[config.mk]
export PLATFORM = sky130hd
export DESIGN_NAME = trq_slot_mem
export DESIGN_NICKNAME = d
export VERILOG_FILES = /design/src/hw/rtl/trq_pkg.sv /design/src/hw/rtl/trq_slot_mem.sv
export SDC_FILE = /design/constraint.sdc
export NUM_CORES = 2
export LEC_CHECK = 0
export BUFFER_PORTS_ARGS = -buffer_cell sky130_fd_sc_hd__buf_2
export CORE_MARGIN = 1.5
export CORE_UTILIZATION = 65
export DETAILED_ROUTE_END_ITERATION = 6
export GPL_TIMING_DRIVEN = 0
export PLACE_DENSITY_LB_ADDON = 0.1
export SYNTH_ARGS = -nofsm -noshare
export SYNTH_HDL_FRONTEND = slang
export SYNTH_SLANG_ARGS = --single-unit
[constraint.sdc]
create_clock -name clk -period 8.55 [get_ports clk]
set_clock_uncertainty 0.1 [all_clocks]
set_input_delay 0.4275 -clock clk [delete_from_list [all_inputs] [get_ports clk]]
set_output_delay 0.4275 -clock clk [all_outputs]
set_load 0.005 [all_outputs]
[src/hw/rtl/trq_pkg.sv]
package trq_pkg;

  localparam int NUM_TOPICS = 4;
  localparam int SLOTS = 8;
  localparam int TOTAL_SLOTS = NUM_TOPICS * SLOTS;

  localparam int SLOT_W = $clog2(SLOTS);
  localparam int TIDX_W = (NUM_TOPICS > 1) ? $clog2(NUM_TOPICS) : 1;
  localparam int ADDR_W = (TOTAL_SLOTS > 1) ? $clog2(TOTAL_SLOTS) : 1;

  localparam int TAG_W = 32;
  localparam int NUM_W = 31;
  localparam int STAMP_W = 32;
  localparam int PUB_W = 16;
  localparam int PHOTO_W = 32;
  localparam int AGE_W = 16;
  localparam int TCOUNT_W = 3;
  localparam int CFG_W = 16;

  localparam logic [TAG_W-1:0] MARKER = '1;
  localparam logic [NUM_W-1:0] NUM_MAX = '1;

  localparam logic REG_AGE_LIMIT = 1'b0;
  localparam logic REG_TOPIC_COUNT = 1'b1;

  localparam logic [AGE_W-1:0] AGE_LIMIT_RESET = 16'd5;
  localparam logic [TCOUNT_W-1:0] TOPIC_COUNT_RESET = 3'd3;

  typedef enum logic [1:0] {
    CMD_PUBLISH = 2'd0,
    CMD_GET = 2'd1,
    CMD_EXPIRE = 2'd2
  } cmd_t;

  typedef enum logic [2:0] {
    ST_DONE = 3'd0,
    ST_LATER = 3'd1,
    ST_EMPTY = 3'd2,
    ST_FULL = 3'd3,
    ST_YOUNG = 3'd4,
    ST_NONE = 3'd5,
    ST_BADTOPIC = 3'd6
  } status_t;

  typedef enum logic [2:0] {
    S_IDLE,
    S_CHECK,
    S_SCAN,
    S_READ,
    S_FETCH,
    S_AGE,
    S_FINISH
  } state_t;

  typedef struct packed {
    logic [STAMP_W-1:0] stamp;
    logic [PUB_W-1:0] publisher;
    logic [PHOTO_W-1:0] photo;
  } slot_data_t;

  function automatic logic [TAG_W-1:0] tag_reset(input int i);
    return ((i % SLOTS) == (SLOTS - 1)) ? MARKER : '0;
  endfunction

  function automatic logic [ADDR_W-1:0] slot_addr(input logic [TIDX_W-1:0] t,
                                                  input logic [SLOT_W-1:0] j);
    logic [ADDR_W-1:0] base;
    base = ADDR_W'(t) * ADDR_W'(SLOTS);
    return base + ADDR_W'(j);
  endfunction

  function automatic logic [SLOT_W-1:0] slot_inc(input logic [SLOT_W-1:0] j);
    return (j == SLOT_W'(SLOTS - 1)) ? '0 : j + 1'b1;
  endfunction

  function automatic logic [SLOT_W-1:0] slot_dec(input logic [SLOT_W-1:0] j);
    return (j == '0) ? SLOT_W'(SLOTS - 1) : j - 1'b1;
  endfunction

endpackage

[src/hw/rtl/trq_slot_mem.sv]
module trq_slot_mem (
  input  logic                       clk,
  input  logic                       we,
  input  logic [trq_pkg::ADDR_W-1:0] waddr,
  input  trq_pkg::slot_data_t        wdata,
  input  logic                       re,
  input  logic [trq_pkg::ADDR_W-1:0] raddr,
  output trq_pkg::slot_data_t        rdata
);
  import trq_pkg::*;

  slot_data_t mem [TOTAL_SLOTS];

  always_ff @(posedge clk) begin
    if (we) begin
      mem[waddr] <= wdata;
    end
  end

  always_ff @(posedge clk) begin
    if (re) begin
      rdata <= mem[raddr];
    end
  end

endmodule

==> results.txt <==
----------------------------------------------------
[Cells and area]
  Fill cell total of the finished layout ... ~8k
  Net count, final ... 5429
  Fraction of final layout cells sized beyond drive strength 1 ... 0.2068
  Layout Cells excl Fill ... roughly 7.6k
  Post-Route Utilization ... 0.7560
  Area growth from synthesis to layout ... 15.31%

[CTS]
  Max H-tree Level ... 5
  Resized cells post-CTS ... 0
  Root buffer cell ... clkbuf_16
  Clock insertion delay at the later pin of the skew report ... 910 ps
  Max clock buf depth ... 4
  Clock slew at the register clock pins of the worst setup and hold paths ... 60 ps
  Total clock buffers created by CTS ... roughly 280
  Clock tree from TritonCTS ... built
  Number of clock sinks ... 2640

[STA]
  Relative slew slack ... 0.01791
  Fin. max-slew vios ... 0
  Setup repair after global routing missed its margin ... false
  Post-layout worst setup margin ... slightly below 5000 ps
  Fraction of the cycle the final worst path needs ... 0.4268
  Slew at the pin closest to its max-slew limit ... about 1500 ps
  Number of endpoints with negative hold slack in the final report ... 0
  Setup Viol. Count Final ... 0
  Worst hold-check slack ... 206.5 ps
  Time the worst path needs with I/O delays and setup ... 3649 ps
  Max frequency ... 274.1 MHz

[Placement]
  Number of port buffers ... 168
  Pre-CTS WS ... 4210 ps
  HPWL after detailed placement ... 170600 microns
  Placed insts ... 7005
  Routability Congestion ... about 0.8

[Floorplanning]
  Core area ... approximately 150000 sq um
  Horizontal die dimension ... between 300 and 400 microns
  Number of top-level pins ... 173
  Chip Height ... 394.6 microns
  Starting density of the core ... 0.6556
  Full die area ... around 160000 sq um
  Standard-cell rows ... 143

[Critical path]
  Data arrival at the endpoint of the critical path ... about 4300 ps
  Endpoint of the worst register-to-register path ... rdata[77]
  Cell breakdown of the critical path ... buf_2, nor2b_1, and2_1, clkbuf_1, clkbuf_1, a22oi_1, nand4_1
  Sort of element at the start of the critical path ... input pin
  Endpoint required time on the critical path ... about 9200 ps
  Flop2flop setup slack ... 6430 ps
  Critical Path Slowest Stage Cell ... clkbuf_1
  CP Class ... input pin to register
  Number of buffers and inverters on the critical path ... 3
  Critical Path Fanout Max ... 10
  Delay of the slowest cell on the worst path ... 1030 ps
  R2R Path Start ... mem[30][77]
  Largest delay share family, worst path ... buffers and inverters
  Most prevalent standard cell on the critical path ... clkbuf_1
  Sort of element at the end of the critical path ... register
  Depth of the worst register-to-register path ... 4

[Logic synthesis]
  Netlist area before placement ... 99700 sq um
  Proportion of synthesized chip area in sequential cells ... 0.7951
  Yosys warning total ... 0
  Cell count after synthesis ... 4682
  Mean Syn Cell Area ... 21.29 sq um
  Post-synthesis cell type count ... 31
  Number of synthesized register bits ... 2640
  Syn_nets ... about 4.8k

[Global route]
  First-pass GRT wire length ... 373900 microns
  Antenna violations before repair ... 10
  All-Layer GR Usage ... 0.3434
  Via count of the first global-routing pass ... 51.70k
  Maximum number of pins on one net before global-route repair ... between 40 and 50
  Overflow left after global routing ... 0

[Power]
  Power density normalized to cell area ... 234.6 nW/um^2
  Internal power component ... 21.33 mW
  Switching Share ... 0.2091
  Fraction of power consumed by sequential logic ... 0.537
  LEAKAGE ... approximately 38 nW
  Clk pwr share ... 0.411
  Net switching power of the design ... 5.639 mW
  Worst IR drop on VDD ... roughly 0.25 mV
  Proportion of power drawn by combinational gates ... 0.051

[Detailed routing]
  Detailed-routing iteration count for the pre-antenna-repair pass ... 5
  Routed wirelength normalized by instance count ... 35.06 microns
  Number of DRC markers in iteration 0 ... 6696
  Detailed Route WL ... ~260000 microns
  Number of vias after detailed routing ... 51.83k
  Residual DRC count ... 0
  Remaining antenna violation count ... 1
  Average via count per standard cell ... 6.860

[Status]
  Status ... finished, violations left
  Violated checks ... antenna rules

[Hold path]
  Min-delay worst type ... input pin to register
  HP Start ... waddr[2]
  Hold Path End ... mem[19][24]
  Depth of the worst hold-timing path ... 3

[Run]
  Count of max-cap constraint violations ... 0

----------------------------------------------------
[per-layer routing]
layer | vias to the layer above | global-route usage | wire length (microns)
met3 | 646 | 0.06396 | 26720
met4 | 14 | 0.1390 | 11570
met5 | - | 0 | 97
met2 | 3344 | 0.5757 | 133100
met1 | 26811 | 0.4498 | 93350
li1 | 21016 | - | -
[logic make-up (layout without fill, tap and decap cells)]
logic type | after synthesis | after routing | share of synthesized area
AND/OR/NAND/NOR | 295 | 295 | 0.01535
other | 0 | 7 | 0
AO/OA/AOI/OAI | 524 | 524 | 0.03931
flip-flops | 2640 | 2640 | 0.7951
multiplexers | 960 | 960 | 0.1365
buffers and inverters | 263 | 1099 | 0.01367
[layout make-up]
cell class / count / area, sq um / area share
flip-flops and latches: 2640 / 79280 / 0.6895
multi-input cells: 1779 / 19300 / 0.1679
clock buffers: 346 / 7361 / 0.06402
repair buffers: 375 / 4288 / 0.03730
well taps: 2030 / 2540 / 0.02209
plain buffers: 262 / 1363 / 0.01185
clock inverters: 115 / 814.5 / 0.007085
diodes: 7 / 17.52 / 0.0001524
inverters: 1 / 3.754 / 0.00003265
[synthesized netlist by cell type]
| library cell | instances | area (sq um) |
|---|---|---|
| a32oi_1 | 4 | 35.03 |
| or3b_2 | 2 | 17.52 |
| edfxtp_1 | 2640 | 79280 |
| nand2b_1 | 1 | 6.260 |
| mux2i_1 | 640 | 6406 |
| nor2_2 | 2 | 12.51 |
| buf_2 | 108 | 540.5 |
| clkbuf_4 | 1 | 7.510 |
| and2_1 | 9 | 56.30 |
| buf_8 | 1 | 15.01 |
| a21oi_1 | 8 | 40.04 |
| nand2_1 | 11 | 41.29 |
| nor2b_1 | 15 | 93.84 |
| nor3_2 | 1 | 10.01 |
| a22oi_1 | 424 | 3183 |
| buf_4 | 24 | 180.2 |
| and3b_1 | 1 | 8.760 |
| inv_1 | 1 | 3.750 |
| and3_1 | 1 | 6.260 |
| clkbuf_1 | 101 | 379.1 |
| nand3_1 | 152 | 760.7 |
| a31oi_1 | 44 | 275.3 |
| or3_1 | 1 | 6.260 |
| mux4_2 | 320 | 7207 |
| nand3b_1 | 5 | 37.54 |
| buf_1 | 9 | 33.78 |
| nor2_1 | 44 | 165.2 |
| a22o_1 | 44 | 385.4 |
| nor3_1 | 4 | 20.02 |
| nand4_1 | 46 | 287.8 |
| buf_6 | 18 | 202.7 |
[flip-flops by register name (all words and copies together), names as in the netlist]
register and flops:
mem 2560, rdata 80
[worst max path at each step]
| stage | start | to | cells after the start |
|---|---|---|---|
| 4_1_cts | raddr[3] | rdata[50] | 7 |
| 2_1_floorplan | waddr[1] | mem[12][0] | 3 |
| 3_3_place_gp | waddr[3] | mem[2][13] | 3 |
| 6_report | raddr[3] | rdata[50] | 7 |
| 3_5_place_dp | raddr[3] | rdata[50] | 7 |
| 5_1_grt | raddr[3] | rdata[50] | 7 |
[worst reg2reg max path, delay by kind of cell (launching register included)]
kind / cells / cell delay (ps)
flip-flops: 1 / 380
AND/OR/NAND/NOR: 1 / 300
multiplexers: 1 / 480
AO/OA/AOI/OAI: 2 / 520
[cells in the final DEF, fill, tap and decap left out, drive strengths merged]
cell / Yosys / routed
a21oi: 8 / 8
a22o: 44 / 44
a22oi: 424 / 424
a31oi: 44 / 44
a32oi: 4 / 4
and2: 9 / 9
and3: 1 / 1
and3b: 1 / 1
buf: 160 / 453
bufinv: 0 / 12
clkbuf: 102 / 449
clkinv: 0 / 98
diode: 0 / 7
dlygate4sd3: 0 / 81
edfxtp: 2640 / 2640
inv: 1 / 6
mux2i: 640 / 640
mux4: 320 / 320
nand2: 11 / 11
nand2b: 1 / 1
nand3: 152 / 152
nand3b: 5 / 5
nand4: 46 / 46
nor2: 46 / 46
nor2b: 15 / 15
nor3: 5 / 5
or3: 1 / 1
or3b: 2 / 2
[power by group through the flow]
stage	sequential, mW	clock [mW]	combinational (mW)
6_report	14.5	11.1	1.39
5_1_grt	14.5	11.7	1.45
4_1_cts	14.5	11.2	1.38
3_5_place_dp	14.8	0	1.34
3_3_place_gp	14.8	0	1.27
2_1_floorplan	14.8	0	0.672
[per-stage QoR]
stage               power, mW  setup TNS [ps]  area (sq um)
global placement        16.05        -2675240        103100
detailed placement      16.10               0        106000
floorplan               15.44               0         99700
global route            27.63               0        115000
CTS                     27.03               0        114900
finish                  26.97               0        115000
[timing repair]
item / 4_1_cts / 5_1_grt
setup buffers: 0 / 0
hold endpoints to repair: 2593 / 0
hold buffers: 81 / 0
No activity file was read; power rests on OpenSTA's default activity.
